<file path="config.mk">
export PLATFORM = sky130hd
export DESIGN_NAME = arp_cache_responder
export DESIGN_NICKNAME = d
export VERILOG_FILES = /design/src/arpc_pkg.sv /design/src/arpc_ram.sv /design/src/arpc_front.sv /design/src/arpc_cmd_fifo.sv /design/src/arpc_back.sv /design/src/arp_cache_responder.sv
export SDC_FILE = /design/constraint.sdc
export NUM_CORES = 2
export LEC_CHECK = 0
export CAP_MARGIN = 15
export CORE_MARGIN = 3
export CORE_UTILIZATION = 45
export CTS_CLUSTER_DIAMETER = 100
export DETAILED_ROUTE_END_ITERATION = 8
export DONT_BUFFER_PORTS = 1
export PLACE_DENSITY_LB_ADDON = 0.12
export SETUP_SLACK_MARGIN = 0.02
export SYNTH_ARGS = -nofsm -noshare
export SYNTH_HDL_FRONTEND = slang
export SYNTH_SLANG_ARGS = --single-unit
</file>
<file path="constraint.sdc">
create_clock -name clk -period 14.4 [get_ports clk]
set_input_delay 2.16 -clock clk [delete_from_list [all_inputs] [get_ports clk]]
set_output_delay 2.16 -clock clk [all_outputs]
set_load 0.01 [all_outputs]
</file>
<file path="src/arpc_pkg.sv">
// ----------------------------------------------------------------------------
// arpc_pkg
// Types, codes and sizes shared by the ARP cache and responder modules.
// ----------------------------------------------------------------------------
package arpc_pkg;

    localparam int TABLE_ENTRIES = 32;
    localparam int IDX_W         = $clog2(TABLE_ENTRIES);
    localparam int CNT_W         = $clog2(TABLE_ENTRIES + 1);

    // Depth of the command queue between front and back; a power of two.
    localparam int CMDQ_DEPTH = 2;
    localparam int CMDQ_PTR_W = (CMDQ_DEPTH > 1) ? $clog2(CMDQ_DEPTH) : 1;
    localparam int CMDQ_CNT_W = $clog2(CMDQ_DEPTH + 1);

    localparam int MAC_W   = 48;
    localparam int IP_W    = 32;
    localparam int KIND_W  = 8;
    localparam int PORT_W  = 2;
    localparam int PROTO_W = 16;
    localparam int OPC_W   = 16;

    localparam int CFG_IDX_W  = 2;
    localparam int CFG_DATA_W = 48;
    localparam logic [CFG_IDX_W-1:0] CFG_OWN_IP = CFG_IDX_W'(0);

    localparam logic [PROTO_W-1:0] PROTO_IPV4    = 16'h0800;
    localparam logic [OPC_W-1:0]   OPC_REQUEST   = 16'd1;
    localparam logic [KIND_W-1:0]  KIND_ETHERNET = 8'd1;

    typedef enum logic [1:0] {
        ACT_RX     = 2'd0,
        ACT_LOOKUP = 2'd1,
        ACT_ADD    = 2'd2,
        ACT_REMOVE = 2'd3
    } action_t;

    typedef enum logic [1:0] {
        STATUS_OK        = 2'd0,
        STATUS_NOT_FOUND = 2'd1,
        STATUS_FULL      = 2'd2,
        STATUS_IGNORED   = 2'd3
    } status_t;

    typedef enum logic [2:0] {
        CMD_IGNORE,
        CMD_REQUEST,
        CMD_CACHE,
        CMD_LOOKUP,
        CMD_ADD,
        CMD_REMOVE
    } cmd_op_t;

    typedef struct packed {
        cmd_op_t            op;
        logic [IP_W-1:0]    ip;
        logic [MAC_W-1:0]   mac;
        logic [KIND_W-1:0]  kind;
        logic [PORT_W-1:0]  port;
        logic               reply_valid;
        logic [MAC_W-1:0]   reply_mac;
        logic [IP_W-1:0]    reply_ip;
    } cmd_t;

    typedef struct packed {
        logic               valid;
        logic [IP_W-1:0]    ip;
        logic [MAC_W-1:0]   mac;
        logic [KIND_W-1:0]  kind;
        logic [PORT_W-1:0]  port;
    } entry_t;

    localparam int ENTRY_W = $bits(entry_t);

endpackage

</file>
<file path="src/arpc_ram.sv">
// ----------------------------------------------------------------------------
// arpc_ram
// Generic simple dual-port RAM: one write port, one read port, registered read.
// ----------------------------------------------------------------------------
module arpc_ram #(
    parameter int WIDTH = 8,
    parameter int DEPTH = 16
) (
    input  logic                     clk,
    input  logic                     we,
    input  logic [$clog2(DEPTH)-1:0] waddr,
    input  logic [WIDTH-1:0]         wdata,
    input  logic                     re,
    input  logic [$clog2(DEPTH)-1:0] raddr,
    output logic [WIDTH-1:0]         rdata
);

    logic [WIDTH-1:0] mem [DEPTH];

    always_ff @(posedge clk)
    begin
        if (we)
        begin
            mem[waddr] <= wdata;
        end
        if (re)
        begin
            rdata <= mem[raddr];
        end
    end

endmodule

</file>
<file path="src/arpc_front.sv">
// ----------------------------------------------------------------------------
// arpc_front
// Accepts items, holds the own address register and classifies each item
// into a table command, working out the reply fields up front.
// ----------------------------------------------------------------------------
module arpc_front (
    input  logic                          clk,
    input  logic                          rst_n,
    input  logic                          push,
    output logic                          full,
    input  logic [1:0]                    action,
    input  logic [arpc_pkg::PROTO_W-1:0]  proto_type,
    input  logic [arpc_pkg::OPC_W-1:0]    opcode,
    input  logic [arpc_pkg::MAC_W-1:0]    hw_addr,
    input  logic [arpc_pkg::IP_W-1:0]     ip_addr,
    input  logic [arpc_pkg::IP_W-1:0]     target_ip,
    input  logic [arpc_pkg::KIND_W-1:0]   hw_kind,
    input  logic [arpc_pkg::PORT_W-1:0]   port,
    input  logic                          cfg_valid,
    output logic                          cfg_ready,
    input  logic [arpc_pkg::CFG_IDX_W-1:0]  cfg_index,
    input  logic [arpc_pkg::CFG_DATA_W-1:0] cfg_data,
    input  logic                          clearing,
    input  logic                          q_full,
    output logic                          q_push,
    output arpc_pkg::cmd_t                q_cmd
);
    import arpc_pkg::*;

    logic [IP_W-1:0] own_ip_reg;
    logic            is_ipv4;
    logic            is_request;

    // A write to the own hardware address is accepted, but no result field
    // carries it, so only the own IP address is kept.
    assign cfg_ready = 1'b1;

    always_ff @(posedge clk or negedge rst_n)
    begin
        if (!rst_n)
        begin
            own_ip_reg <= '0;
        end
        else if (cfg_valid && cfg_ready && cfg_index == CFG_OWN_IP)
        begin
            own_ip_reg <= cfg_data[IP_W-1:0];
        end
    end

    assign full   = q_full || clearing;
    assign q_push = push && !full;

    assign is_ipv4    = (proto_type == PROTO_IPV4);
    assign is_request = (opcode == OPC_REQUEST);

    always_comb
    begin
        q_cmd             = '0;
        q_cmd.ip          = ip_addr;
        q_cmd.mac         = hw_addr;
        q_cmd.port        = port;
        q_cmd.kind        = hw_kind;
        q_cmd.op          = CMD_IGNORE;
        unique case (action_t'(action))
            ACT_RX:
            begin
                q_cmd.kind = KIND_ETHERNET;
                if (!is_ipv4)
                begin
                    q_cmd.op = CMD_IGNORE;
                end
                else if (is_request)
                begin
                    q_cmd.op = CMD_REQUEST;
                    if (own_ip_reg != '0 && target_ip == own_ip_reg)
                    begin
                        q_cmd.reply_valid = 1'b1;
                        q_cmd.reply_mac   = hw_addr;
                        q_cmd.reply_ip    = ip_addr;
                    end
                end
                else
                begin
                    q_cmd.op = CMD_CACHE;
                end
            end
            ACT_LOOKUP: q_cmd.op = CMD_LOOKUP;
            ACT_ADD:    q_cmd.op = CMD_ADD;
            ACT_REMOVE: q_cmd.op = CMD_REMOVE;
        endcase
    end

endmodule

</file>
<file path="src/arpc_cmd_fifo.sv">
// ----------------------------------------------------------------------------
// arpc_cmd_fifo
// Short command queue that decouples the front from the table walker.
// ----------------------------------------------------------------------------
module arpc_cmd_fifo (
    input  logic           clk,
    input  logic           rst_n,
    input  logic           push,
    input  arpc_pkg::cmd_t cmd_in,
    output logic           full,
    input  logic           pop,
    output arpc_pkg::cmd_t cmd_out,
    output logic           empty
);
    import arpc_pkg::*;

    cmd_t                  slot_reg [CMDQ_DEPTH];
    logic [CMDQ_PTR_W-1:0] wr_ptr_reg;
    logic [CMDQ_PTR_W-1:0] rd_ptr_reg;
    logic [CMDQ_CNT_W-1:0] count_reg;
    logic                  do_push;
    logic                  do_pop;

    assign full    = (count_reg == CMDQ_CNT_W'(CMDQ_DEPTH));
    assign empty   = (count_reg == '0);
    assign do_push = push && !full;
    assign do_pop  = pop && !empty;
    assign cmd_out = slot_reg[rd_ptr_reg];

    always_ff @(posedge clk or negedge rst_n)
    begin
        if (!rst_n)
        begin
            wr_ptr_reg <= '0;
            rd_ptr_reg <= '0;
            count_reg  <= '0;
        end
        else
        begin
            if (do_push)
            begin
                slot_reg[wr_ptr_reg] <= cmd_in;
                wr_ptr_reg           <= wr_ptr_reg + 1'b1;
            end
            if (do_pop)
            begin
                rd_ptr_reg <= rd_ptr_reg + 1'b1;
            end
            if (do_push && !do_pop)
            begin
                count_reg <= count_reg + 1'b1;
            end
            else if (do_pop && !do_push)
            begin
                count_reg <= count_reg - 1'b1;
            end
        end
    end

endmodule

</file>
<file path="src/arpc_back.sv">
// ----------------------------------------------------------------------------
// arpc_back
// Table walker: clears the table after reset, scans it once per non-ignored
// command to find the matching and the lowest free entry, updates it and queues the
// result item.
// ----------------------------------------------------------------------------
module arpc_back (
    input  logic                          clk,
    input  logic                          rst_n,
    input  logic                          q_empty,
    input  arpc_pkg::cmd_t                q_cmd,
    output logic                          q_pop,
    output logic                          clearing,
    output logic                          empty,
    input  logic                          pop,
    output logic [1:0]                    status,
    output logic                          reply_valid,
    output logic [arpc_pkg::MAC_W-1:0]    reply_dest_mac,
    output logic [arpc_pkg::IP_W-1:0]     reply_dest_ip,
    output logic [arpc_pkg::MAC_W-1:0]    found_mac,
    output logic [arpc_pkg::KIND_W-1:0]   found_kind,
    output logic [arpc_pkg::PORT_W-1:0]   found_port
);
    import arpc_pkg::*;

    typedef enum logic [2:0] {
        S_CLEAR,
        S_IDLE,
        S_SCAN,
        S_DECIDE,
        S_RESULT
    } state_t;

    state_t             state_reg;
    logic [CNT_W-1:0]   cnt_reg;
    cmd_t               cmd_reg;
    logic               chk_valid_reg;
    logic [IDX_W-1:0]   chk_idx_reg;
    logic               match_reg;
    logic [IDX_W-1:0]   match_idx_reg;
    logic [MAC_W-1:0]   match_mac_reg;
    logic [KIND_W-1:0]  match_kind_reg;
    logic [PORT_W-1:0]  match_port_reg;
    logic               free_reg;
    logic [IDX_W-1:0]   free_idx_reg;

    status_t            pend_status_reg;
    logic [MAC_W-1:0]   pend_mac_reg;
    logic [KIND_W-1:0]  pend_kind_reg;
    logic [PORT_W-1:0]  pend_port_reg;

    logic               res_valid_reg;
    status_t            status_reg;
    logic               reply_valid_reg;
    logic [MAC_W-1:0]   reply_mac_reg;
    logic [IP_W-1:0]    reply_ip_reg;
    logic [MAC_W-1:0]   found_mac_reg;
    logic [KIND_W-1:0]  found_kind_reg;
    logic [PORT_W-1:0]  found_port_reg;

    logic               ram_we;
    logic [IDX_W-1:0]   ram_waddr;
    entry_t             ram_wentry;
    logic               ram_re;
    logic [ENTRY_W-1:0] ram_rdata;
    entry_t             rd_entry;

    logic               do_insert;
    logic               slot_ok;
    logic [IDX_W-1:0]   ins_idx;
    status_t            dec_status;
    logic               dec_found;
    logic               scan_last;

    arpc_ram #(
        .WIDTH (ENTRY_W),
        .DEPTH (TABLE_ENTRIES)
    ) u_table (
        .clk   (clk),
        .we    (ram_we),
        .waddr (ram_waddr),
        .wdata (ram_wentry),
        .re    (ram_re),
        .raddr (cnt_reg[IDX_W-1:0]),
        .rdata (ram_rdata)
    );

    assign rd_entry  = entry_t'(ram_rdata);
    assign ram_re    = (state_reg == S_SCAN) && (cnt_reg < CNT_W'(TABLE_ENTRIES));
    assign scan_last = (cnt_reg == CNT_W'(TABLE_ENTRIES));
    assign q_pop     = (state_reg == S_IDLE) && !q_empty;
    assign clearing  = (state_reg == S_CLEAR);

    // A request only refreshes the table when the sender is new or moved.
    always_comb
    begin
        do_insert  = 1'b0;
        dec_status = STATUS_OK;
        dec_found  = 1'b0;
        slot_ok    = match_reg || free_reg;
        ins_idx    = match_reg ? match_idx_reg : free_idx_reg;
        unique case (cmd_reg.op)
            CMD_REQUEST: do_insert = !match_reg || (match_mac_reg != cmd_reg.mac);
            CMD_CACHE:   do_insert = 1'b1;
            CMD_ADD:     do_insert = 1'b1;
            CMD_LOOKUP:
            begin
                dec_status = match_reg ? STATUS_OK : STATUS_NOT_FOUND;
                dec_found  = match_reg;
            end
            CMD_REMOVE:  dec_status = match_reg ? STATUS_OK : STATUS_NOT_FOUND;
            default:     dec_status = STATUS_IGNORED;
        endcase
        if (do_insert && !slot_ok)
        begin
            dec_status = STATUS_FULL;
        end
    end

    always_comb
    begin
        ram_we     = 1'b0;
        ram_waddr  = cnt_reg[IDX_W-1:0];
        ram_wentry = '0;
        if (state_reg == S_CLEAR)
        begin
            ram_we = 1'b1;
        end
        else if (state_reg == S_DECIDE)
        begin
            if (do_insert && slot_ok)
            begin
                ram_we           = 1'b1;
                ram_waddr        = ins_idx;
                ram_wentry.valid = 1'b1;
                ram_wentry.ip    = cmd_reg.ip;
                ram_wentry.mac   = cmd_reg.mac;
                ram_wentry.kind  = cmd_reg.kind;
                ram_wentry.port  = cmd_reg.port;
            end
            else if (cmd_reg.op == CMD_REMOVE && match_reg)
            begin
                ram_we    = 1'b1;
                ram_waddr = match_idx_reg;
            end
        end
    end

    always_ff @(posedge clk or negedge rst_n)
    begin
        if (!rst_n)
        begin
            state_reg       <= S_CLEAR;
            cnt_reg         <= '0;
            cmd_reg         <= '0;
            chk_valid_reg   <= 1'b0;
            chk_idx_reg     <= '0;
            match_reg       <= 1'b0;
            match_idx_reg   <= '0;
            match_mac_reg   <= '0;
            match_kind_reg  <= '0;
            match_port_reg  <= '0;
            free_reg        <= 1'b0;
            free_idx_reg    <= '0;
            pend_status_reg <= STATUS_OK;
            pend_mac_reg    <= '0;
            pend_kind_reg   <= '0;
            pend_port_reg   <= '0;
            res_valid_reg   <= 1'b0;
            status_reg      <= STATUS_OK;
            reply_valid_reg <= 1'b0;
            reply_mac_reg   <= '0;
            reply_ip_reg    <= '0;
            found_mac_reg   <= '0;
            found_kind_reg  <= '0;
            found_port_reg  <= '0;
        end
        else
        begin
            // In the result state the output register is refilled below.
            if (pop && res_valid_reg && state_reg != S_RESULT)
            begin
                res_valid_reg <= 1'b0;
            end
            unique case (state_reg)
                S_CLEAR:
                begin
                    if (cnt_reg == CNT_W'(TABLE_ENTRIES - 1))
                    begin
                        cnt_reg   <= '0;
                        state_reg <= S_IDLE;
                    end
                    else
                    begin
                        cnt_reg <= cnt_reg + 1'b1;
                    end
                end
                S_IDLE:
                begin
                    if (!q_empty)
                    begin
                        cmd_reg       <= q_cmd;
                        cnt_reg       <= '0;
                        chk_valid_reg <= 1'b0;
                        match_reg     <= 1'b0;
                        free_reg      <= 1'b0;
                        if (q_cmd.op == CMD_IGNORE)
                        begin
                            pend_status_reg <= STATUS_IGNORED;
                            pend_mac_reg    <= '0;
                            pend_kind_reg   <= '0;
                            pend_port_reg   <= '0;
                            state_reg       <= S_RESULT;
                        end
                        else
                        begin
                            state_reg <= S_SCAN;
                        end
                    end
                end
                S_SCAN:
                begin
                    // Read data is registered and arrives in the cycle after its address.
                    chk_valid_reg <= ram_re;
                    chk_idx_reg   <= cnt_reg[IDX_W-1:0];
                    if (ram_re)
                    begin
                        cnt_reg <= cnt_reg + 1'b1;
                    end
                    if (chk_valid_reg)
                    begin
                        if (rd_entry.valid && rd_entry.ip == cmd_reg.ip && !match_reg)
                        begin
                            match_reg      <= 1'b1;
                            match_idx_reg  <= chk_idx_reg;
                            match_mac_reg  <= rd_entry.mac;
                            match_kind_reg <= rd_entry.kind;
                            match_port_reg <= rd_entry.port;
                        end
                        if (!rd_entry.valid && !free_reg)
                        begin
                            free_reg     <= 1'b1;
                            free_idx_reg <= chk_idx_reg;
                        end
                    end
                    if (scan_last)
                    begin
                        state_reg <= S_DECIDE;
                    end
                end
                S_DECIDE:
                begin
                    pend_status_reg <= dec_status;
                    pend_mac_reg    <= dec_found ? match_mac_reg : '0;
                    pend_kind_reg   <= dec_found ? match_kind_reg : '0;
                    pend_port_reg   <= dec_found ? match_port_reg : '0;
                    state_reg       <= S_RESULT;
                end
                S_RESULT:
                begin
                    if (!res_valid_reg || pop)
                    begin
                        res_valid_reg   <= 1'b1;
                        status_reg      <= pend_status_reg;
                        reply_valid_reg <= cmd_reg.reply_valid;
                        reply_mac_reg   <= cmd_reg.reply_mac;
                        reply_ip_reg    <= cmd_reg.reply_ip;
                        found_mac_reg   <= pend_mac_reg;
                        found_kind_reg  <= pend_kind_reg;
                        found_port_reg  <= pend_port_reg;
                        state_reg       <= S_IDLE;
                    end
                end
                default:
                begin
                    state_reg <= S_IDLE;
                end
            endcase
        end
    end

    assign empty          = !res_valid_reg;
    assign status         = status_reg;
    assign reply_valid    = reply_valid_reg;
    assign reply_dest_mac = reply_mac_reg;
    assign reply_dest_ip  = reply_ip_reg;
    assign found_mac      = found_mac_reg;
    assign found_kind     = found_kind_reg;
    assign found_port     = found_port_reg;

endmodule

</file>
<file path="src/arp_cache_responder.sv">
// ----------------------------------------------------------------------------
// arp_cache_responder
// ARP cache with request responder, queue-style item and result channels.
// ----------------------------------------------------------------------------
// Each item is paced by the walk over the table RAM, one entry per cycle
// through its single read port; a packet of a foreign protocol skips the
// walk. The front keeps accepting items into a two-deep command queue while
// the walk runs, and a finished result waits in an output register without
// holding up the next walk. After reset a clearing pass over all
// TABLE_ENTRIES entries invalidates the table, and full stays high until it
// ends; configuration writes are taken at any time.
module arp_cache_responder (
    input  logic                            clk,
    input  logic                            rst_n,
    input  logic                            push,
    output logic                            full,
    input  logic [1:0]                      action,
    input  logic [arpc_pkg::PROTO_W-1:0]    proto_type,
    input  logic [arpc_pkg::OPC_W-1:0]      opcode,
    input  logic [arpc_pkg::MAC_W-1:0]      hw_addr,
    input  logic [arpc_pkg::IP_W-1:0]       ip_addr,
    input  logic [arpc_pkg::IP_W-1:0]       target_ip,
    input  logic [arpc_pkg::KIND_W-1:0]     hw_kind,
    input  logic [arpc_pkg::PORT_W-1:0]     port,
    output logic                            empty,
    input  logic                            pop,
    output logic [1:0]                      status,
    output logic                            reply_valid,
    output logic [arpc_pkg::MAC_W-1:0]      reply_dest_mac,
    output logic [arpc_pkg::IP_W-1:0]       reply_dest_ip,
    output logic [arpc_pkg::MAC_W-1:0]      found_mac,
    output logic [arpc_pkg::KIND_W-1:0]     found_kind,
    output logic [arpc_pkg::PORT_W-1:0]     found_port,
    input  logic                            cfg_valid,
    output logic                            cfg_ready,
    input  logic [arpc_pkg::CFG_IDX_W-1:0]  cfg_index,
    input  logic [arpc_pkg::CFG_DATA_W-1:0] cfg_data
);
    import arpc_pkg::*;

    logic clearing;
    logic q_full;
    logic q_push;
    logic q_pop;
    logic q_empty;
    cmd_t q_cmd_in;
    cmd_t q_cmd_out;

    arpc_front u_front (
        .clk        (clk),
        .rst_n      (rst_n),
        .push       (push),
        .full       (full),
        .action     (action),
        .proto_type (proto_type),
        .opcode     (opcode),
        .hw_addr    (hw_addr),
        .ip_addr    (ip_addr),
        .target_ip  (target_ip),
        .hw_kind    (hw_kind),
        .port       (port),
        .cfg_valid  (cfg_valid),
        .cfg_ready  (cfg_ready),
        .cfg_index  (cfg_index),
        .cfg_data   (cfg_data),
        .clearing   (clearing),
        .q_full     (q_full),
        .q_push     (q_push),
        .q_cmd      (q_cmd_in)
    );

    arpc_cmd_fifo u_cmdq (
        .clk     (clk),
        .rst_n   (rst_n),
        .push    (q_push),
        .cmd_in  (q_cmd_in),
        .full    (q_full),
        .pop     (q_pop),
        .cmd_out (q_cmd_out),
        .empty   (q_empty)
    );

    arpc_back u_back (
        .clk            (clk),
        .rst_n          (rst_n),
        .q_empty        (q_empty),
        .q_cmd          (q_cmd_out),
        .q_pop          (q_pop),
        .clearing       (clearing),
        .empty          (empty),
        .pop            (pop),
        .status         (status),
        .reply_valid    (reply_valid),
        .reply_dest_mac (reply_dest_mac),
        .reply_dest_ip  (reply_dest_ip),
        .found_mac      (found_mac),
        .found_kind     (found_kind),
        .found_port     (found_port)
    );

    // No item may enter while the table is still being cleared.
    a_clear_blocks: assert property (@(posedge clk) disable iff (!rst_n)
        clearing |-> full)
        else $error("item channel open during table clearing");

    a_no_push_full: assert property (@(posedge clk) disable iff (!rst_n)
        q_push |-> !q_full)
        else $error("command queue written while full");

    // A reply only comes with a request, which never misses or is ignored.
    a_reply_status: assert property (@(posedge clk) disable iff (!rst_n)
        (!empty && reply_valid) |->
            (status != STATUS_NOT_FOUND && status != STATUS_IGNORED))
        else $error("reply with inconsistent status");

    a_found_zero: assert property (@(posedge clk) disable iff (!rst_n)
        (!empty && status != STATUS_OK) |->
            (found_mac == '0 && found_kind == '0 && found_port == '0))
        else $error("found fields set on a failed item");

    a_result_held: assert property (@(posedge clk) disable iff (!rst_n)
        (!empty && !pop) |=> (!empty && $stable(status) && $stable(found_mac)))
        else $error("waiting result changed before it was taken");

endmodule
</file>
Yosys cells after proc, flatten, opt, wreduce, memory -nomap -nowiden
Memory sizes are Yosys's and may differ from the RTL's. A register that Yosys moved wholly into a read port is not among the register bits.
Index checks and enable logic that the tools add are counted.
W data, S select, Z words.
{"block": "classes", "n_addsub": 5, "order_cmp": 1, "eq_ne": 30, "mux": 67, "n_bitwise": 1, "reduce_logical": 55}
{"cell": "$mux W81", "n": 4}
{"cell": "$mux W91", "n": 3}
{"cell": "$mux W48", "n": 3}
{"cell": "$pmux W48 S2", "n": 1}
{"cell": "$eq A32 B32 Y1", "n": 2}
{"cell": "$ne A48 B48 Y1", "n": 1}
{"cell": "$mux W8", "n": 4}
{"cell": "$reduce_bool A32 Y1", "n": 1}
{"cell": "$mux W5", "n": 5}
{"cell": "$logic_and A1 B1 Y1", "n": 18}
{"cell": "$mux W1", "n": 18}
{"cell": "$mux W2", "n": 9}
{"cell": "$mux W3", "n": 6}
{"cell": "$mux W6", "n": 3}
{"cell": "$pmux W6 S3", "n": 1}
{"cell": "$eq A16 B1 Y1 const B", "n": 1}
{"cell": "$eq A16 B12 Y1 const B", "n": 1}
{"cell": "$pmux W8 S2", "n": 1}
{"cell": "$pmux W3 S5", "n": 1}
{"cell": "$eq A3 B2 Y1 const B", "n": 4}
{"cell": "$pmux W2 S2", "n": 3}
{"cell": "$pmux W3 S4", "n": 1}
{"cell": "$reduce_and A3 Y1", "n": 4}
{"cell": "$reduce_and A4 Y1", "n": 3}
{"cell": "25 further kinds", "n": 61}
{"block": "word_totals", "reg_bits": 497, "mem_bits_rw": 3260, "inputBits": 211, "out_inout_bits": 144, "word_cells": 196, "n_memories": 2}
{"name": "u_back.u_table.mem", "depth": 32, "width": 91, "rd": 1, "rd_clocked_by_memory_dff": 1, "wr": 1, "line": "arpc_ram.sv:18", "source": "logic [WIDTH-1:0] mem [DEPTH];"}
{"name": "u_cmdq.slot_reg", "depth": 2, "width": 174, "rd": 1, "rd_clocked_by_memory_dff": 0, "wr": 1, "line": "arpc_cmd_fifo.sv:17", "source": "cmd_t slot_reg [CMDQ_DEPTH];"}

Depth between registers and ports, before layout
{"block": "depth", "depth_word": 9, "ltp_mapped": 10, "ltp_nobuf": 8}

Modules after synthesis
Synthesis repeated with hierarchy kept, for this count alone.
{"block": "hier_totals", "cells_unflattened": 7535, "area_unflattened_um2": 148434.9}
{"module": "arpc_ram", "n_inst": 1, "cells_per_inst": 5297, "area_per_inst_um2": 113386.2, "seq_area_each_um2": 90176.5}
{"module": "arpc_back", "n_inst": 1, "cells_per_inst": 1347, "area_per_inst_um2": 19174.6, "seq_area_each_um2": 11536.1}
{"module": "arpc_cmd_fifo", "n_inst": 1, "cells_per_inst": 560, "area_per_inst_um2": 12803.5, "seq_area_each_um2": 10550.1}
{"module": "arpc_front", "n_inst": 1, "cells_per_inst": 331, "area_per_inst_um2": 3070.4, "seq_area_each_um2": 800.8}

Least setup slack after synthesis
Ideal clock, no wire load.
{"block": "synth_path", "path_kind": "flip-flop to flip-flop", "from": "register u_back.cmd_reg[171] (netlist name)", "to": "memory u_back.u_table.mem[12][0] (netlist name) (enable)", "setup_ns": 0.797, "t_arrival_ns": 11.391, "required_time_ns": 13.603, "slack_ns": 2.211, "stages_incl_launch_ff": 9, "path_buffers": 2, "synth_period_minus_slack_ns": 12.189, "cell_sequence": "dfrtp_1 buf_4 o21ai_0 o21ai_1 or3_1 buf_4 nor2_4 o21ai_1 nor4b_1"}
{"block": "synth_between", "elab_chain_cells": 9, "elab_cells_between_ends": 18, "cone_classes": "eq/ne (4); mux (11); reduce/logical (3)"}
{"item": "from (decl)", "line": "arpc_back.sv:36", "source": "cmd_t cmd_reg;"}
{"item": "from (signal assigned)", "line": "arpc_back.sv:202", "source": "cmd_reg <= q_cmd;"}
{"item": "$eq A3 B2 Y1 / $eq A3 B3 Y1 (equally long branches)", "line": "arpc_back.sv:102", "source": "unique case (cmd_reg.op)"}
{"item": "$reduce_or A2 Y1 (no line)"}
{"item": "$pmux W1 S2", "line": "arpc_back.sv:102"}
{"item": "$logic_and A1 B1 Y1", "line": "arpc_back.sv:131", "source": "if (do_insert && slot_ok)"}
{"item": "$mux W1", "line": "arpc_back.sv:131"}
{"item": "$mux W1", "line": "arpc_back.sv:129", "source": "else if (state_reg == S_DECIDE)"}
{"item": "$mux W1", "line": "arpc_back.sv:125", "source": "if (state_reg == S_CLEAR)"}
{"item": "$mux W1", "line": "arpc_ram.sv:22", "source": "if (we)"}
{"item": "$mux W1 (implied by the code)", "line": "arpc_ram.sv:24", "source": "mem[waddr] <= wdata;"}
{"item": "to (decl)", "line": "arpc_ram.sv:18"}
Parallel ways exist; a longest one is shown, timed or not.

Worst setup path in the final report
{"block": "layout_path", "from": "register u_back.match_mac_reg[7]", "to": "memory u_back.u_table.mem[7][37] (netlist name) (enable)"}
{"block": "layout_between", "elab_chain_cells": 9, "elab_cells_between_ends": 12, "cone_classes": "eq/ne (1); mux (9); reduce/logical (2)"}
{"item": "from (decl)", "line": "arpc_back.sv:41", "source": "logic [MAC_W-1:0] match_mac_reg;"}
{"item": "from (signal assigned)", "line": "arpc_back.sv:236", "source": "match_mac_reg <= rd_entry.mac;"}
{"item": "$ne A48 B48 Y1 *", "line": "arpc_back.sv:103", "source": "CMD_REQUEST: do_insert = !match_reg || (match_mac_reg != cmd_reg.mac);"}
{"item": "$logic_or A1 B1 Y1 *", "line": "arpc_back.sv:103"}
{"item": "$pmux W1 S2 *", "line": "arpc_back.sv:102"}
{"item": "$logic_and A1 B1 Y1 *", "line": "arpc_back.sv:131"}
{"item": "$mux W1", "line": "arpc_back.sv:131"}
{"item": "$mux W1", "line": "arpc_back.sv:129"}
{"item": "$mux W1", "line": "arpc_back.sv:125"}
{"item": "$mux W1", "line": "arpc_ram.sv:22"}
{"item": "$mux W1 (implied by the code)", "line": "arpc_ram.sv:24"}
Mark *: on every way between the ends. The rest lies on a longest branch, timed or not.

==> summary.txt <==
Drt
  – Routed wire length: approximately 380 mm
  – DR iter-0 viols: around 8000
  – Final ANT Viol Nets: 0
  – Drt pass-1 iters: 5
  – Routed wire per std cell: roughly 34 um
  – Routed vias/inst: approximately 6.0
  – Vias: between 60000 and 70000
  – Drt drc: 0

Outcome
  – Status: finished, final reports clean

Global route
  – Vias in the first global route: roughly 69000
  – Total gr overflow: 0
  – Initial antenna violation count: 32
  – GR Util All Layers: 0.229
  – First-pass GRT wire length: 538 mm
  – Largest net degree at the start of global routing: 500

Finish
  – Layout cells sized above 1: 0.288
  – Area growth syn-to-layout: 13.1%
  – Final Instance Count excl. Fillers: about 11000
  – FILL cells: ~25000
  – Area taken by multi-input logic gates: about 32000 um^2
  – Max reg flops: approximately 2900
  – Reg area: approximately 110000 um^2
  – Post-layout nets: just over 7000

Timing
  – Final period util: 0.479
  – Final min period: roughly 6900 ps
  – Final hold slack: 475 ps
  – Final Hold Vio Count: 0
  – Worst rel slew slack: 0.0135
  – RSZ-0062 raised after global routing: false
  – Clock skew: 43.3 ps
  – Setup-failing EPs final: 0
  – Fin Setup TNS: 0 ps
  – Fmax: 145 MHz
  – Tightest Pin Transition: ~1500 ps
  – Count of pins over their slew limit: 0

CTS
  – Post CTS Setup Buffer Count: 0
  – Clock transition at the registers of the reported paths: approximately 60 ps
  – H-tree depth: 5
  – CTS sink count: a little under 4000
  – Worst-Skew Late Latency: approximately 960 ps
  – Max Root-Sink Buffers: 4
  – Root Buffer: clkbuf_16
  – CTS tree: done
  – Resized cells post-CTS: 0
  – CTS buffer count: 396
  – CTS Hold Bufs: 0

Die
  – Die Span Y: around 580 um
  – Rows: ~210
  – Initial core utilization: 0.454
  – Area of the core: 322000 um^2
  – Die width: ~580 um
  – DIE AREA: roughly 330000 um^2
  – Ports: between 300 and 400

Hold path
  – Hold path startpoint: u_back.cmd_reg[19]$_DFFE_PN0P_
  – Worst hold endpoint: u_back.cmd_reg[19]$_DFFE_PN0P_
  – Worst min-delay path class: flip-flop to flip-flop
  – Worst hold stages: 2

Worst setup path
  – Critical Path End Type: flip-flop
  – Cells on worst reg2reg path: 10
  – Flop2flop setup slack: ~7500 ps
  – Worst Path Max Fanout: 37
  – Crit path from: u_back.match_mac_reg[7]$_DFFE_PN0P_
  – Crit path launch type: flip-flop
  – Crit path required time: about 15000 ps
  – RR Startpoint: u_back.match_mac_reg[7]$_DFFE_PN0P_
  – R2r endpoint: u_back.u_table.mem[7][37]$_DFFE_PP_
  – CP arrival: 7440 ps
  – Crit path kind: flip-flop to flip-flop

Yosys
  – Synth Flop Type: edfxtp_1
  – YS warnings: 0
  – Post-synth ARST share: 0.129
  – Synthesized instance count: around 6600
  – #FFs+latches synth: approximately 3800
  – Sequential share of the synthesized area: 0.772
  – Most frequent cells after synthesis: 3351 x edfxtp_1, 910 x mux4_2, 497 x dfrtp_1
  – Synth top area cells: edfxtp_1 69%, mux4_2 14%, dfrtp_1 8.5%
  – EDFF count, synth: around 3400
  – Syn_nets: between 6000 and 7000
  – Synth top area share: 0.687
  – Mapped Area: between 100000 and 150000 um^2
  – Netlist cell types: between 60 and 70
  – Count leader, synth: edfxtp_1
  – Top cell type by total area after synthesis: edfxtp_1
  – Avg Cell Area, Syn: between 20 and 25 um^2

Placed design
  – Port Buffers: 0
  – Dpl hpwl: around 200 mm
  – Final GP Congestion: around 0.76
  – Placed insts: 10700

Pwr
  – Leak: ~0.059 uW
  – VDD IR-drop max: around 0.0002 V
  – PwrDens: approximately 190 nW/um^2

Flow run
  – Max Cap Viol: 0
[per-layer routing]
layer	up-vias	GRT usage	routed length (um)
met2	2733	0.351	179000
met5	-	0	91
met1	37600	0.335	163000
met3	406	0.0648	37100
li1	27800	-	-
met4	14	0.0403	5830
[how the worst max path moves through the flow]
stage,endpoint,cells after the start,slack (ps)
6_report,u_back.u_table.mem[7][37]$_DFFE_PP_,10,7500
3_3_place_gp,u_back.u_table.mem[7][47]$_DFFE_PP_,10,7360
2_1_floorplan,u_back.u_table.mem[12][0]$_DFFE_PP_,8,2210
3_5_place_dp,u_back.u_table.mem[7][47]$_DFFE_PP_,10,7400
4_1_cts,u_back.u_table.mem[7][25]$_DFFE_PP_,10,7370
5_1_grt,u_back.u_table.mem[7][37]$_DFFE_PP_,10,7290
[cells in the final DEF, fill, tap and decap left out, types with 12 or more instances in the layout]
master	n
clkbuf_16	404
a22o_1	58
nor4_2	18
nor4_1	21
buf_16	12
buf_12	29
nand2_1	195
bufinv_16	34
mux2i_1	175
diode_2	12
clkinv_1	77
o21ai_0	194
inv_1	15
dfrtp_1	491
and2_1	82
nand4_1	31
clkbuf_1	97
edfxtp_1	3351
buf_4	153
mux4_2	910
nor2_1	18
clkinv_2	73
mux2_2	335
and3_1	88
clkbuf_8	21
xnor2_1	107
[cell type report]
| type | instances | area share |
|---|---|---|
| inverters | 16 | 0.000408 |
| repair buffers | 195 | 0.0126 |
| clock buffers | 521 | 0.0649 |
| flip-flops and latches | 3848 | 0.683 |
| well taps | 4305 | 0.0325 |
| diodes | 12 | 0.000181 |
| clock inverters | 212 | 0.0128 |
| multi-input cells | 2370 | 0.193 |
[cells by family after synthesis]
group | count (synthesis) | share of synthesized area
buffers and inverters | 373 | 0.0106
other | 1 | 0.0000256
adders and majority gates | 3 | 0.000256
DFF | 3848 | 0.772
AOI/OAI and AO/OA | 296 | 0.0126
and+or+nand+nor | 535 | 0.0194
xor gates and xnor gates | 115 | 0.00688
muxes | 1420 | 0.178
[per-stage QoR]
| step | area, um^2 | setup slack, ps | total power [uW] | utilization |
|---|---|---|---|---|
| floorplan | 146000 | 2210 | 19000 | - |
| global placement | 152000 | 7360 | 21300 | 0.472 |
| detailed placement | 152000 | 7400 | 21300 | 0.472 |
| CTS | 165000 | 7370 | 31500 | 0.512 |
| global route | 166000 | 7290 | 32300 | 0.513 |
| finish | 166000 | 7500 | 31100 | 0.513 |
[critical path: stages (launching register included)]
cell and delay [ps]:
dfrtp_1 400, xnor2_1 450, nand3_1 150, nor3_1 840, and4_1 670, nor2_4 280, o31ai_4 1060, nor3b_2 330
buf_4 650, buf_4 780, buf_4 790
[report_power, final]
group | switching [uW] | internal [uW] | total (uW) | leakage, uW
registers | 693 | 13300 | 14000 | 0.0404
logic | 3830 | 3170 | 7000 | 0.0121
clock network | 4270 | 5870 | 10100 | 0.00629
total | 8790 | 22300 | 31100 | 0.0588
Power figures use the tool's default switching activity.
